==> config.mk <==
export PLATFORM = sky130hd
export DESIGN_NAME = ffme_ctrl
export DESIGN_NICKNAME = d
export VERILOG_FILES = /design/src/rtl/core/ffme_pkg.sv /design/src/rtl/core/ffme_ctrl.sv
export SDC_FILE = /design/constraint.sdc
export NUM_CORES = 1
export LEC_CHECK = 0
export BUFFER_PORTS_ARGS = -buffer_cell sky130_fd_sc_hd__buf_2
export CAP_MARGIN = 25
export CORE_ASPECT_RATIO = 0.6
export CORE_MARGIN = 4
export CORE_UTILIZATION = 47
export DETAILED_ROUTE_END_ITERATION = 8
export PLACE_DENSITY = 0.75
export SYNTH_ARGS = -nofsm -noshare
export SYNTH_HDL_FRONTEND = slang
export SYNTH_SLANG_ARGS = --single-unit
==> constraint.sdc <==
create_clock -name i_clk -period 2.45 [get_ports i_clk]
set_input_delay 0.245 -clock i_clk [delete_from_list [all_inputs] [get_ports i_clk]]
set_output_delay 0.245 -clock i_clk [all_outputs]
set_load 0.005 [all_outputs]
==> src/rtl/core/ffme_pkg.sv <==
// Package for the Fourier field map evaluator: types, codes, constants
// and shared arithmetic helpers. No dependencies.
package ffme_pkg;

    localparam int MAX_HARMONICS = 16;
    localparam int COEF_DEPTH    = 31;
    localparam int COEF_W        = 32;
    localparam int COEF_AW       = $clog2(COEF_DEPTH);
    localparam int TABLE_HARM    = (COEF_DEPTH + 1) / 2;
    localparam int HARM_LIMIT    = (MAX_HARMONICS < TABLE_HARM) ? MAX_HARMONICS : TABLE_HARM;
    localparam int HARM_W        = 5;
    localparam int LOOP_W        = $clog2(TABLE_HARM);
    localparam int CORDIC_STEPS  = 30;
    localparam int CSTEP_W       = $clog2(CORDIC_STEPS);
    localparam int CW            = 34;
    localparam int K1_W          = 37;

    localparam logic signed [CW-1:0] CORDIC_GAIN = 34'sd652032874;
    localparam logic signed [CW-1:0] ONE_Q30     = 34'sd1073741824;
    localparam logic signed [63:0]   MAX_S64     = 64'sh7FFF_FFFF_FFFF_FFFF;
    localparam logic signed [63:0]   OUT_MAX     = 64'sh0000_7FFF_FFFF_FFFF;
    localparam logic signed [63:0]   OUT_MIN     = 64'shFFFF_8000_0000_0000;
    localparam logic [31:0]          HALF_TURN   = 32'h8000_0000;
    localparam logic [31:0]          QUARTER_TURN = 32'h4000_0000;

    localparam logic [5:0] SH_NONE = 6'd0;
    localparam logic [5:0] SH_HALF = 6'd1;
    localparam logic [5:0] SH_Q16  = 6'd16;
    localparam logic [5:0] SH_POS  = 6'd20;
    localparam logic [5:0] SH_R2   = 6'd42;
    localparam logic [5:0] SH_R3   = 6'd44;

    typedef enum logic [0:0] {
        OP_LOAD = 1'b0,
        OP_EVAL = 1'b1
    } t_op;

    typedef enum logic [1:0] {
        REG_HARMONICS   = 2'd0,
        REG_PHASE_SCALE = 2'd1,
        REG_K_BASE      = 2'd2
    } t_reg;

    typedef enum logic [4:0] {
        MOP_ZP, MOP_XX, MOP_YY,
        MOP_AC, MOP_BS, MOP_AS, MOP_BC,
        MOP_K2, MOP_K3,
        MOP_T1K1, MOP_T0K2, MOP_T1K3,
        MOP_HALF, MOP_E3R, MOP_E2R, MOP_EX, MOP_EY
    } t_mop;

    typedef enum logic [3:0] {
        ST_IDLE, ST_MSTART, ST_MWAIT, ST_RD0, ST_LD0,
        ST_RDA, ST_RDB, ST_CINIT, ST_CSTEP, ST_CEND, ST_DONE
    } t_state;

    typedef struct packed {
        logic               load_we;
        logic               lat_in;
        logic [COEF_AW-1:0] rd_addr;
        logic               ld_ez;
        logic               harm_adv;
        logic               ld_a;
        logic               ld_b;
        logic               c_init;
        logic               c_step;
        logic [CSTEP_W-1:0] c_idx;
        logic               c_end;
        logic               mul_start;
        t_mop               mop;
    } t_cmd;

    typedef struct packed {
        logic mul_done;
    } t_stat;

    function automatic logic [31:0] atan_turn(input logic [CSTEP_W-1:0] i);
        case (i)
            5'd0:  return 32'h20000000;
            5'd1:  return 32'h12E4051E;
            5'd2:  return 32'h09FB385B;
            5'd3:  return 32'h051111D4;
            5'd4:  return 32'h028B0D43;
            5'd5:  return 32'h0145D7E1;
            5'd6:  return 32'h00A2F61E;
            5'd7:  return 32'h00517C55;
            5'd8:  return 32'h0028BE53;
            5'd9:  return 32'h00145F2F;
            5'd10: return 32'h000A2F98;
            5'd11: return 32'h000517CC;
            5'd12: return 32'h00028BE6;
            5'd13: return 32'h000145F3;
            5'd14: return 32'h0000A2F9;
            5'd15: return 32'h0000517C;
            5'd16: return 32'h000028BE;
            5'd17: return 32'h0000145F;
            5'd18: return 32'h00000A2F;
            5'd19: return 32'h00000517;
            5'd20: return 32'h0000028B;
            5'd21: return 32'h00000145;
            5'd22: return 32'h000000A2;
            5'd23: return 32'h00000051;
            5'd24: return 32'h00000028;
            5'd25: return 32'h00000014;
            5'd26: return 32'h0000000A;
            5'd27: return 32'h00000005;
            5'd28: return 32'h00000002;
            5'd29: return 32'h00000001;
            default: return 32'h00000000;
        endcase
    endfunction

    function automatic logic signed [63:0] sext32(input logic [31:0] v);
        return {{32{v[31]}}, v};
    endfunction

    function automatic logic [63:0] mag64(input logic signed [63:0] v);
        return v[63] ? 64'(-v) : 64'(v);
    endfunction

    function automatic logic signed [63:0] sat_add(input logic signed [63:0] a,
                                                   input logic signed [63:0] b);
        logic signed [64:0] s;
        s = 65'(a) + 65'(b);
        if (s > 65'(MAX_S64))
            return MAX_S64;
        else if (s < -65'(MAX_S64))
            return -MAX_S64;
        else
            return s[63:0];
    endfunction

    function automatic logic signed [47:0] sat48(input logic signed [63:0] v);
        if (v > OUT_MAX)
            return OUT_MAX[47:0];
        else if (v < OUT_MIN)
            return OUT_MIN[47:0];
        else
            return v[47:0];
    endfunction

endpackage

==> src/rtl/core/ffme_ctrl.sv <==
// Controller of the field map evaluator: sequences table reads, CORDIC
// steps and multiplies. Depends on ffme_pkg.
module ffme_ctrl (
    input  logic                        i_clk,
    input  logic                        i_rst_n,
    input  logic                        i_start,
    input  logic                        i_operation,
    input  logic [ffme_pkg::HARM_W-1:0] i_harmonics,
    input  ffme_pkg::t_stat             i_stat,
    output ffme_pkg::t_cmd              o_cmd,
    output logic                        o_busy,
    output logic                        o_valid
);

    ffme_pkg::t_state r_state, n_state;
    ffme_pkg::t_mop   r_mop, n_mop;
    logic [ffme_pkg::LOOP_W-1:0]  r_l, n_l;
    logic [ffme_pkg::CSTEP_W-1:0] r_cnt, n_cnt;
    logic [ffme_pkg::HARM_W-1:0]  h_eff;
    logic                         more;

    always_comb begin
        if (i_harmonics == '0)
            h_eff = ffme_pkg::HARM_W'(1);
        else if (i_harmonics > ffme_pkg::HARM_W'(ffme_pkg::HARM_LIMIT))
            h_eff = ffme_pkg::HARM_W'(ffme_pkg::HARM_LIMIT);
        else
            h_eff = i_harmonics;
        more = (ffme_pkg::HARM_W'(r_l) + ffme_pkg::HARM_W'(1)) < h_eff;
    end

    always_ff @(posedge i_clk) begin
        if (!i_rst_n) begin
            r_state <= ffme_pkg::ST_IDLE;
            r_mop   <= ffme_pkg::MOP_ZP;
            r_l     <= '0;
            r_cnt   <= '0;
        end else begin
            r_state <= n_state;
            r_mop   <= n_mop;
            r_l     <= n_l;
            r_cnt   <= n_cnt;
        end
    end

    always_comb begin
        n_state = r_state;
        n_mop   = r_mop;
        n_l     = r_l;
        n_cnt   = r_cnt;
        unique case (r_state)
            ffme_pkg::ST_IDLE: begin
                if (i_start && i_operation == ffme_pkg::OP_EVAL) begin
                    n_state = ffme_pkg::ST_MSTART;
                    n_mop   = ffme_pkg::MOP_ZP;
                end
            end
            ffme_pkg::ST_MSTART: n_state = ffme_pkg::ST_MWAIT;
            ffme_pkg::ST_MWAIT: begin
                if (i_stat.mul_done) begin
                    n_state = ffme_pkg::ST_MSTART;
                    unique case (r_mop)
                        ffme_pkg::MOP_ZP:   n_mop = ffme_pkg::MOP_XX;
                        ffme_pkg::MOP_XX:   n_mop = ffme_pkg::MOP_YY;
                        ffme_pkg::MOP_YY:   n_state = ffme_pkg::ST_RD0;
                        ffme_pkg::MOP_AC:   n_mop = ffme_pkg::MOP_BS;
                        ffme_pkg::MOP_BS:   n_mop = ffme_pkg::MOP_AS;
                        ffme_pkg::MOP_AS:   n_mop = ffme_pkg::MOP_BC;
                        ffme_pkg::MOP_BC:   n_mop = ffme_pkg::MOP_K2;
                        ffme_pkg::MOP_K2:   n_mop = ffme_pkg::MOP_K3;
                        ffme_pkg::MOP_K3:   n_mop = ffme_pkg::MOP_T1K1;
                        ffme_pkg::MOP_T1K1: n_mop = ffme_pkg::MOP_T0K2;
                        ffme_pkg::MOP_T0K2: n_mop = ffme_pkg::MOP_T1K3;
                        ffme_pkg::MOP_T1K3: begin
                            n_l = r_l + ffme_pkg::LOOP_W'(1);
                            if (more)
                                n_state = ffme_pkg::ST_RDA;
                            else
                                n_mop = ffme_pkg::MOP_HALF;
                        end
                        ffme_pkg::MOP_HALF: n_mop = ffme_pkg::MOP_E3R;
                        ffme_pkg::MOP_E3R:  n_mop = ffme_pkg::MOP_E2R;
                        ffme_pkg::MOP_E2R:  n_mop = ffme_pkg::MOP_EX;
                        ffme_pkg::MOP_EX:   n_mop = ffme_pkg::MOP_EY;
                        ffme_pkg::MOP_EY:   n_state = ffme_pkg::ST_DONE;
                        default:            n_state = ffme_pkg::ST_DONE;
                    endcase
                end
            end
            ffme_pkg::ST_RD0: n_state = ffme_pkg::ST_LD0;
            ffme_pkg::ST_LD0: begin
                n_l = ffme_pkg::LOOP_W'(1);
                if (h_eff > ffme_pkg::HARM_W'(1)) begin
                    n_state = ffme_pkg::ST_RDA;
                end else begin
                    n_state = ffme_pkg::ST_MSTART;
                    n_mop   = ffme_pkg::MOP_HALF;
                end
            end
            ffme_pkg::ST_RDA:   n_state = ffme_pkg::ST_RDB;
            ffme_pkg::ST_RDB:   n_state = ffme_pkg::ST_CINIT;
            ffme_pkg::ST_CINIT: begin
                n_state = ffme_pkg::ST_CSTEP;
                n_cnt   = '0;
            end
            ffme_pkg::ST_CSTEP: begin
                if (r_cnt == ffme_pkg::CSTEP_W'(ffme_pkg::CORDIC_STEPS - 1))
                    n_state = ffme_pkg::ST_CEND;
                else
                    n_cnt = r_cnt + ffme_pkg::CSTEP_W'(1);
            end
            ffme_pkg::ST_CEND: begin
                n_state = ffme_pkg::ST_MSTART;
                n_mop   = ffme_pkg::MOP_AC;
            end
            ffme_pkg::ST_DONE: n_state = ffme_pkg::ST_IDLE;
            default:           n_state = ffme_pkg::ST_IDLE;
        endcase
    end

    always_comb begin
        o_cmd           = '0;
        o_cmd.mop       = r_mop;
        o_cmd.c_idx     = r_cnt;
        o_busy          = (r_state != ffme_pkg::ST_IDLE);
        o_valid         = 1'b0;
        unique case (r_state)
            ffme_pkg::ST_IDLE: begin
                o_cmd.load_we = i_start && i_operation == ffme_pkg::OP_LOAD;
                o_cmd.lat_in  = i_start && i_operation == ffme_pkg::OP_EVAL;
            end
            ffme_pkg::ST_MSTART: o_cmd.mul_start = 1'b1;
            ffme_pkg::ST_MWAIT:  ;
            ffme_pkg::ST_RD0:    o_cmd.rd_addr = '0;
            ffme_pkg::ST_LD0:    o_cmd.ld_ez = 1'b1;
            ffme_pkg::ST_RDA: begin
                o_cmd.rd_addr  = ffme_pkg::COEF_AW'({r_l, 1'b0}) - ffme_pkg::COEF_AW'(1);
                o_cmd.harm_adv = 1'b1;
            end
            ffme_pkg::ST_RDB: begin
                o_cmd.rd_addr = ffme_pkg::COEF_AW'({r_l, 1'b0});
                o_cmd.ld_a    = 1'b1;
            end
            ffme_pkg::ST_CINIT: begin
                o_cmd.ld_b   = 1'b1;
                o_cmd.c_init = 1'b1;
            end
            ffme_pkg::ST_CSTEP:  o_cmd.c_step = 1'b1;
            ffme_pkg::ST_CEND:   o_cmd.c_end = 1'b1;
            ffme_pkg::ST_DONE:   o_valid = 1'b1;
            default:             ;
        endcase
    end

endmodule

==> results of run 1 <==
## report_power, final
part | total (mW) | switching (mW) | internal (mW)
Clock | 0.248 | 0.105 | 0.143
Sequential | 0.335 | 0.0275 | 0.307
Combinational | 0.212 | 0.115 | 0.0966
## worst max-delay path: stages (launching register included)
cell     delay, ps
dfxtp_1        340
buf_4          140
inv_2           60
ha_1           350
ha_1           290
and4_1         190
o211a_1        210
nor4_4          60
or2_4          280
o311a_1        330
## synthesized netlist by cell type (2+ instances only)
cell      instances  area [um^2]
nor2_1           21         78.8
or4b_1            2         20.0
nor3_1            7         35.0
nand2b_1          6         37.5
mux2i_1           4         40.0
or2_1             2         12.5
buf_2             2         10.0
nand4_1           4         25.0
nor2b_1           4         25.0
dfxtp_1          18          360
nand3b_1          3         22.5
o21ai_1           3         15.0
a221oi_1          2         17.5
clkbuf_1          5         18.8
and3_1            3         18.8
o31ai_1           2         15.0
nor3b_1           2         15.0
ha_1              8          100
a21oi_1          12         60.1
nand3_1           5         25.0
xor2_1            6         52.6
o21ai_0           7         35.0
o21bai_1          2         15.0
inv_1            11         41.3
nand2_1          19         71.3
## cells by family after synthesis
family	Yosys count	share of synthesized area
AND/OR/NAND/NOR	87	0.345
AO/OA/AOI/OAI	39	0.179
buffers and inverters	23	0.0707
flip-flops	18	0.254
adder cells (fa/ha/maj)	8	0.0707
XOR/XNOR	7	0.0433
multiplexers	5	0.0362
## stage by stage
| stage | instances | TNS [ps] | hold slack [ps] |
|---|---|---|---|
| floorplan | 187 | 0 | 443 |
| global placement | 267 | 0 | 512 |
| CTS | 271 | 0 | 297 |
| global route | 271 | 0 | 307 |
| finish | 271 | 0 | 301 |
| detailed placement | 267 | -250 | 519 |
## flip-flops by register name (all words and copies together), names as in the netlist
signal   flops
r_cnt        5
r_l          4
r_mop        5
r_state      4
## metal layers
metal / track usage / part of all wire
met2: 0.268 / 0.41
met5: 0 / 0
met1: 0.275 / 0.51
met4: 0.0400 / 0.0069
met3: 0.0448 / 0.070
## worst paths after layout
| path | endpoint | depth (start not counted) | slack [ps] |
|---|---|---|---|
| worst max-delay path | r_mop[0]$_SDFFE_PN0P_ | 9 | 110 |
| worst min-delay path | r_mop[0]$_SDFFE_PN0P_ | 2 | 300 |
| worst max register to register | r_mop[0]$_SDFFE_PN0P_ | 9 | 110 |
| worst min register to register | r_cnt[1]$_SDFFE_PN0P_ | 2 | 530 |
## timing repair
item | 4_1_cts | 5_1_grt
gates resized for setup | 2 | 3
pin swaps | 0 | 1
setup endpoints to repair | 5 | 5
## final cells by class
cell class,count,share of cell area
timing repair buffer,48,0.152
inverter,13,0.0275
sequential,18,0.203
multi-input combinational,146,0.557
tap,42,0.0296
clock buffer,4,0.0310
==> impl_metrics.env, run 1 <==
export IMPL_outcome="finished, final reports clean"
export IMPL_p_per_area_nw_per_um2=447
export IMPL_area_growth_pct=25.4
export IMPL_gr_usage_all_layers=0.185
export IMPL_cts_sink_count=18
export IMPL_rr_startpoint="r_l[0]$_SDFFE_PN0P_"
export IMPL_critical_path_arrival_ps=2500
export IMPL_fin_worst_skew_ps=2.15
export IMPL_fin_area_um2=1780
export IMPL_nFillCells=256
export IMPL_min_from="i_rst_n"
export IMPL_max_freq_ghz=0.427
export IMPL_drv_cap=0
export IMPL_critPathKind="reg -> reg"
export IMPL_synth_main_ff_cell="dfxtp_1"
export IMPL_layout_common_cells="36 x buf_2, 21 x nor2_1, 19 x nand2_1"
export IMPL_vias=1472
export IMPL_grt_pass1_vias=1250
export IMPL_syn_area_um2=1420
export IMPL_avgSynthCellArea_um2=7.57
export IMPL_dieArea_um2=3980
export IMPL_min_period_ps=2340
export IMPL_drive_gt1_frac=0.275
export IMPL_grt_max_degree=18
export IMPL_setup_worst_path_end_class="register"
export IMPL_crit_fanout=6
export IMPL_htreeDepth=1
export IMPL_cts_setup_buffers=0
export IMPL_initial_core_util=0.493
export IMPL_drt_vias_per_instance=5.43
export IMPL_post_drt_wl_per_cell_um=13.3
export IMPL_min_path_type="in -> reg"
export IMPL_place_gp_congestion=0.869
export IMPL_drtIter0Drc=81
export IMPL_synth_warnings=0
export IMPL_core_area_um2=2870
export IMPL_critPathLaunchType="register"
export IMPL_leakagePower_nw=0.832
export IMPL_drtPass1Iterations=4
export IMPL_dp_final_hpwl_um=2800
export IMPL_rows=15
export IMPL_required_ps=2600
export IMPL_synthCells=187
export IMPL_tritoncts="yes"
export IMPL_die_h_um=50.5
export IMPL_ant_nets=0
export IMPL_preCtsSetupSlack_ps=-66.9
export IMPL_cts_buffers=3
export IMPL_synth_seq_area_share=0.254
export IMPL_finalPower_mw=0.794
export IMPL_clkTransAtPathRegs_ps=70
export IMPL_report_final_slew_viol_count=0
export IMPL_synth_seq_cells=18
export IMPL_grt_remaining_overflow=0
export IMPL_chipWidth_um=78.9
export IMPL_worst_skew_pair_late_latency_ps=260
export IMPL_hold_viol=0
export IMPL_antenna_found_initial=0
export IMPL_grt_pass1_wl_um=5840
export IMPL_async_reset_ff_frac=0
export IMPL_place_area_um2=1690
export IMPL_port_buffers=36
export IMPL_seq_area_um2=360
export IMPL_crit_path_start="r_l[0]$_SDFFE_PN0P_"
export IMPL_nets=248
export IMPL_ir_worst_vdd_mv=0.269
export IMPL_final_common_cell="buf_2"
export IMPL_layout_worst_path_cycle_share=0.957
export IMPL_worstMarginPinSlew_ps=535
export IMPL_slew_limit_headroom=0.641
export IMPL_num_antenna_cells=0
export IMPL_hold_buffers=0
export IMPL_synth_nets=205
export IMPL_setup_viol=0
export IMPL_synth_cell_type_count=52
export IMPL_finalWorstSetupSlack_ps=105
export IMPL_multiInputGateArea_um2=990
export IMPL_rsz0062_at_grt="no"
export IMPL_clock_path_buffers=2
export IMPL_synth_edf_count=0
export IMPL_cts_root_buffer="clkbuf_8"
export IMPL_finalCoreUtilization=0.619
export IMPL_wl_um=3610
export IMPL_io_pins=37
export IMPL_post_route_drc_count=0
(Power assumes the default switching activity.)
==> run 2: changes to the inputs <==
==> config.mk (replaced) <==
export PLATFORM = sky130hd
export DESIGN_NAME = ffme_ctrl
export DESIGN_NICKNAME = d
export VERILOG_FILES = /design/src/rtl/core/ffme_pkg.sv /design/src/rtl/core/ffme_ctrl.sv
export SDC_FILE = /design/constraint.sdc
export NUM_CORES = 1
export LEC_CHECK = 0
export CAP_MARGIN = 25
export CORE_ASPECT_RATIO = 0.6
export CORE_MARGIN = 4
export CORE_UTILIZATION = 52
export DETAILED_ROUTE_END_ITERATION = 8
export DONT_BUFFER_PORTS = 1
export PLACE_DENSITY = 0.7
export SYNTH_ARGS = -nofsm -noshare
export SYNTH_HDL_FRONTEND = slang
export SYNTH_SLANG_ARGS = --single-unit
==> run 2 against run 1 <==
Compared with the run above:
- non-clock buffer count is 37 lower
- critical path depth stayed put
- sequential share of layout area is 3.2 points higher
- clock skew hardly changed
- critical endpoint unchanged
- die area is 8.4% lower
- final area is 13% lower
- power is 8.9% lower
- via count is 4.4% lower
- register-to-register slack better by 50 ps
- sequential cell count stayed put
- cell count is 18% lower
- global-route usage is 2.7 points higher
==> impl_metrics.env, run 2 (same netlist as run 1, synthesis figures left out) <==
export IMPL_outcome="finished, final reports clean"
export IMPL_layout_worst_path_cycle_share=0.938
export IMPL_min_from="i_rst_n"
export IMPL_final_common_cell="nor2_1"
export IMPL_required_ps=2590
export IMPL_cts_setup_buffers=0
export IMPL_layout_common_cells="21 x nor2_1, 19 x nand2_1, 18 x dfxtp_1"
export IMPL_setup_worst_path_end_class="register"
export IMPL_drtIter0Drc=106
export IMPL_p_sw_frac=0.318
export IMPL_worstMarginPinSlew_ps=587
export IMPL_whs_ps=116
export IMPL_crit_family="adder cells"
export IMPL_tritoncts="yes"
export IMPL_intPower_mw=0.493
export IMPL_finalWorstSetupSlack_ps=151
export IMPL_clkTransAtPathRegs_ps=70
export IMPL_critPathLaunchType="register"
export IMPL_gr_usage_all_layers=0.211
export IMPL_slew_limit_headroom=0.606
export IMPL_drv_cap=0
export IMPL_io_pins=37
export IMPL_place_area_um2=1490
export IMPL_setup_viol=0
export IMPL_clock_power_share=0.287
export IMPL_ir_worst_vdd_mv=0.330
export IMPL_crit_slowest_cell="dfxtp_1"
export IMPL_core_area_um2=2560
export IMPL_cts_sink_count=18
export IMPL_die_h_um=48.4
export IMPL_clock_path_buffers=2
export IMPL_worst_skew_pair_late_latency_ps=250
export IMPL_fin_worst_skew_ps=2.27
export IMPL_grt_pass1_wl_um=6110
export IMPL_area_growth_pct=8.57
export IMPL_dieArea_um2=3650
export IMPL_report_final_slew_viol_count=0
export IMPL_reg2reg_to="r_mop[0]$_SDFFE_PN0P_"
export IMPL_top_regs="r_cnt: 5 flops, r_mop: 5 flops"
export IMPL_critical_path_buf_inv_count=2
export IMPL_port_buffers=0
export IMPL_path_common_cell="ha_1"
export IMPL_p_seq_frac=0.472
export IMPL_initial_core_util=0.554
export IMPL_hold_end="r_mop[0]$_SDFFE_PN0P_"
export IMPL_drtPass1Iterations=5
export IMPL_crit_chain="buf_4 > inv_2 > ha_1 > ha_1 > and4_1 > o211a_1 > nor4_2 > or2_4 > o311a_1"
export IMPL_place_gp_congestion=0.807
export IMPL_finalCoreUtilization=0.601
export IMPL_p_per_area_nw_per_um2=471
export IMPL_rows=14
export IMPL_post_route_drc_count=0
export IMPL_ant_nets=0
export IMPL_min_path_type="in -> reg"
export IMPL_drive_gt1_frac=0.120
export IMPL_max_stage_delay_ps=340
export IMPL_max_freq_ghz=0.435
export IMPL_worstRegToRegCells=9
export IMPL_cts_root_buffer="clkbuf_8"
export IMPL_leakagePower_nw=0.635
export IMPL_vias=1407
export IMPL_netSwitchingPower_mw=0.231
export IMPL_wl_um=3600
export IMPL_chipWidth_um=75.4
export IMPL_rr_startpoint="r_l[0]$_SDFFE_PN0P_"
export IMPL_dp_final_hpwl_um=2830
export IMPL_crit_fanout=6
export IMPL_preCtsSetupSlack_ps=-74.9
export IMPL_num_antenna_cells=0
export IMPL_grt_max_degree=15
export IMPL_critical_path_arrival_ps=2440
export IMPL_cts_buffers=3
export IMPL_grt_pass1_vias=1295
export IMPL_hold_viol=0
export IMPL_nets=211
export IMPL_min_period_ps=2300
export IMPL_hold_depth=1
export IMPL_post_drt_wl_per_cell_um=16.1
export IMPL_critPathKind="reg -> reg"
export IMPL_rsz0062_at_grt="no"
export IMPL_p_comb_frac=0.241
export IMPL_drt_vias_per_instance=6.31
export IMPL_rrSetupSlack_ps=150
export IMPL_htreeDepth=1
export IMPL_grt_remaining_overflow=0
export IMPL_antenna_found_initial=0
export IMPL_fin_area_um2=1540
[run 2: worst reg2reg max path, stage by stage, from the launching register on]
cell	delay [ps]
dfxtp_1	340
buf_4	150
inv_2	60
ha_1	340
ha_1	290
and4_1	180
o211a_1	190
nor4_2	60
or2_4	270
o311a_1	330
[run 2: power groups by stage]
stage               Combinational (mW)  Clock, mW  Sequential, mW
floorplan                        0.145          0           0.334
global placement                 0.165          0           0.345
detailed placement               0.170          0           0.347
CTS                              0.173      0.211           0.341
global route                     0.197      0.225           0.346
finish                           0.174      0.208           0.342
[run 2: cell type report]
cell class	count	area (um^2)
Fill cell	236	1020
Multi-Input combinational cell	146	965
Tap cell	32	40.0
Sequential cell	18	360
Inverter	13	48.8
Clock buffer	3	41.3
Timing Repair Buffer	11	82.6
[run 2: metal layers]
layer | routed length [um] | up-vias | track usage | share of wire
met4 | 31 | 0 | 0.0523 | 0.0086
li1 | - | 676 | - | -
met3 | 268 | 4 | 0.0599 | 0.075
met1 | 1790 | 681 | 0.324 | 0.50
met5 | 0 | - | 0 | 0
met2 | 1510 | 46 | 0.285 | 0.42
[run 2: worst max path at each step]
stage	depth (start not counted)	startpoint	to	slack (ps)
after global routing	9	r_l[0]$_SDFFE_PN0P_	r_mop[1]$_SDFFE_PN0P_	30
after floorplan	9	r_l[0]$_SDFFE_PN0P_	r_mop[1]$_SDFFE_PN0P_	50
after global placement	8	r_l[0]$_SDFFE_PN0P_	r_mop[1]$_SDFFE_PN0P_	30
after CTS	8	r_l[0]$_SDFFE_PN0P_	r_mop[1]$_SDFFE_PN0P_	30
final	9	r_l[0]$_SDFFE_PN0P_	r_mop[0]$_SDFFE_PN0P_	150
after detailed placement	8	r_l[0]$_SDFFE_PN0P_	r_mop[1]$_SDFFE_PN0P_	-70
[run 2: per-stage QoR]
stage	total power [mW]	TNS, ps	std cells
2_1_floorplan	0.478	0	187
3_3_place_gp	0.510	0	220
3_5_place_dp	0.517	-251	220
4_1_cts	0.725	0	223
5_1_grt	0.767	0	223
6_report	0.724	0	223
[run 2: repair_timing]
| item | in CTS | in global routing |
|---|---|---|
| gates resized for setup | 2 | 0 |
| hold buffers | 0 | 0 |
| pin swaps | 1 | 2 |
| endpoints found under the setup margin | 5 | 3 |
==> run 3: changes to the inputs <==
--- a/config.mk
+++ b/config.mk
@@ -7,11 +7,10 @@
 export LEC_CHECK = 0
 export CAP_MARGIN = 25
 export CORE_ASPECT_RATIO = 0.6
-export CORE_MARGIN = 4
 export CORE_UTILIZATION = 52
 export DETAILED_ROUTE_END_ITERATION = 8
 export DONT_BUFFER_PORTS = 1
-export PLACE_DENSITY = 0.7
+export PLACE_DENSITY = 0.67
 export SYNTH_ARGS = -nofsm -noshare
 export SYNTH_HDL_FRONTEND = slang
 export SYNTH_SLANG_ARGS = --single-unit
==> constraint.sdc (replaced) <==
create_clock -name i_clk -period 2.7 [get_ports i_clk]
set_input_delay 0.27 -clock i_clk [delete_from_list [all_inputs] [get_ports i_clk]]
set_output_delay 0.27 -clock i_clk [all_outputs]
set_load 0.005 [all_outputs]
==> run 3 against run 2 <==
Compared with the run above:
- hold slack improved by 31 ps
- fmax decreased by 7.9%
- sequential cell count stayed put
- power decreased by 5.8%
- clock-buffer cell count up 1
- clock power up 7%
- global-route usage rose by 3.3 points
- utilization is 1.4 points lower
- final area shrank 2.9%
- critical endpoint is now r_mop[4]$_SDFFE_PN0P_
- die area shrank 19%
- cell count down 3.1%
==> impl_metrics.env, run 3 (same netlist as run 1, synthesis figures left out) <==
export IMPL_slew_limit_headroom=0.485
export IMPL_place_gp_congestion=0.826
export IMPL_outcome="finished, final reports clean"
export IMPL_dp_final_hpwl_um=2610
export IMPL_core_area_um2=2540
export IMPL_hold_viol=0
export IMPL_cts_sink_count=18
export IMPL_critical_path_arrival_ps=2670
export IMPL_nets=203
export IMPL_rsz0062_at_grt="no"
export IMPL_num_antenna_cells=0
export IMPL_met3_length_um=249
export IMPL_antenna_found_initial=0
export IMPL_worstMarginPinSlew_ps=767
export IMPL_setup_worst_path_end_class="register"
export IMPL_ir_worst_vdd_mv=0.351
export IMPL_report_final_slew_viol_count=0
export IMPL_wl_met1_um=1770
export IMPL_preCtsSetupSlack_ps=152
export IMPL_rows=14
export IMPL_ant_nets=0
export IMPL_finalPower_mw=0.682
export IMPL_drtPass1Iterations=5
export IMPL_gr_usage_all_layers=0.244
export IMPL_cts_setup_buffers=0
export IMPL_fin_worst_skew_ps=2.81
export IMPL_drv_cap=0
export IMPL_crit_fanout=6
export IMPL_post_drt_wl_per_cell_um=15.7
export IMPL_io_pins=37
export IMPL_grt_max_degree=18
export IMPL_port_buffers=0
export IMPL_tritoncts="yes"
export IMPL_finalCoreUtilization=0.588
export IMPL_wl_um=3390
export IMPL_layout_worst_path_cycle_share=0.925
export IMPL_drtIter0Drc=56
export IMPL_worst_skew_pair_late_latency_ps=250
export IMPL_required_ps=2880
export IMPL_drive_gt1_frac=0.0924
export IMPL_vias=1334
export IMPL_cts_root_buffer="clkbuf_8"
export IMPL_top_regs="r_cnt: 5 flops, r_mop: 5 flops"
export IMPL_fin_area_um2=1490
export IMPL_initial_core_util=0.558
export IMPL_place_area_um2=1430
export IMPL_die_h_um=42.4
export IMPL_htreeDepth=1
export IMPL_grt_pass1_wl_um=5710
export IMPL_drt_vias_per_instance=6.18
export IMPL_critPathLaunchType="register"
export IMPL_max_freq_ghz=0.401
export IMPL_min_period_ps=2500
export IMPL_leakagePower_nw=0.602
export IMPL_finalWorstSetupSlack_ps=204
export IMPL_clock_path_buffers=2
export IMPL_hold_buffers=0
export IMPL_post_route_drc_count=0
export IMPL_clkTransAtPathRegs_ps=70
export IMPL_dieArea_um2=2940
export IMPL_critPathKind="reg -> reg"
export IMPL_grt_pass1_vias=1192
export IMPL_p_per_area_nw_per_um2=457
export IMPL_cts_buffers=3
export IMPL_min_path_type="in -> reg"
export IMPL_setup_viol=0
export IMPL_met2WireLength_um=1360
export IMPL_layout_common_cells="21 x nor2_1, 19 x nand2_1, 17 x dfxtp_1"
export IMPL_area_growth_pct=5.39
export IMPL_setup_tns_ps=0
export IMPL_final_common_cell="nor2_1"
export IMPL_dr_max_layer_used="met4"
export IMPL_grt_remaining_overflow=0
export IMPL_rrSetupSlack_ps=200
export IMPL_chipWidth_um=69.4
-- run 3: cell types whose count changed in the layout (fill, tap and decap cells not counted), sizes merged --
cell | previous run | this run
buf | 11 | 3
clkbuf | 3 | 4
-- run 3: final cells by class --
cell class              count  area (um^2)
multi-input cells         146          965
inverters                  13         48.8
clock buffers               4         55.1
repair buffers              3         22.5
well taps                  32         40.0
fillers                   227         1050
flip-flops and latches     18          362
-- run 3: worst max-delay path, stage by stage, from the launching register on --
cell and delay [ps]:
dfxtp_2 350, ha_1 220, and3_1 200, ha_1 300
a21oi_1 130, or4b_1 490, nor4_2 330, or2_4 210
mux2i_1 200
-- run 3: worst paths after layout --
check | start | cells past startpoint | end
setup / recovery | r_l[1]$_SDFFE_PN0P_ | 8 | r_mop[4]$_SDFFE_PN0P_
hold / removal | i_rst_n | 1 | r_mop[0]$_SDFFE_PN0P_
setup reg to reg | r_l[1]$_SDFFE_PN0P_ | 8 | r_mop[4]$_SDFFE_PN0P_
hold reg to reg | r_cnt[1]$_SDFFE_PN0P_ | 2 | r_cnt[1]$_SDFFE_PN0P_
-- run 3: routing by layer --
layer  GRT usage  up-vias
met3      0.0913        2
li1            -      662
met5           0        -
met4      0.0367        0
met2       0.320       41
met1       0.373      629
-- run 3: report_power, final --
| part | switching (mW) | internal [mW] | leakage [nW] |
|---|---|---|---|
| clock | 0.0929 | 0.129 | 0.0288 |
| combinational | 0.0864 | 0.0638 | 0.427 |
| sequential | 0.0307 | 0.279 | 0.146 |
| total | 0.210 | 0.472 | 0.602 |
-- run 3: per-stage QoR --
stage / cells / hold WS (ps)
2_1_floorplan: 187 / 468
3_3_place_gp: 212 / 405
3_5_place_dp: 212 / 413
4_1_cts: 216 / 143
5_1_grt: 216 / 143
6_report: 216 / 147
-- run 3: timing repair --
action                     CTS  global route
resized for setup            0             3
setup endpoints to repair    0             5
hold endpoints to repair     0             0
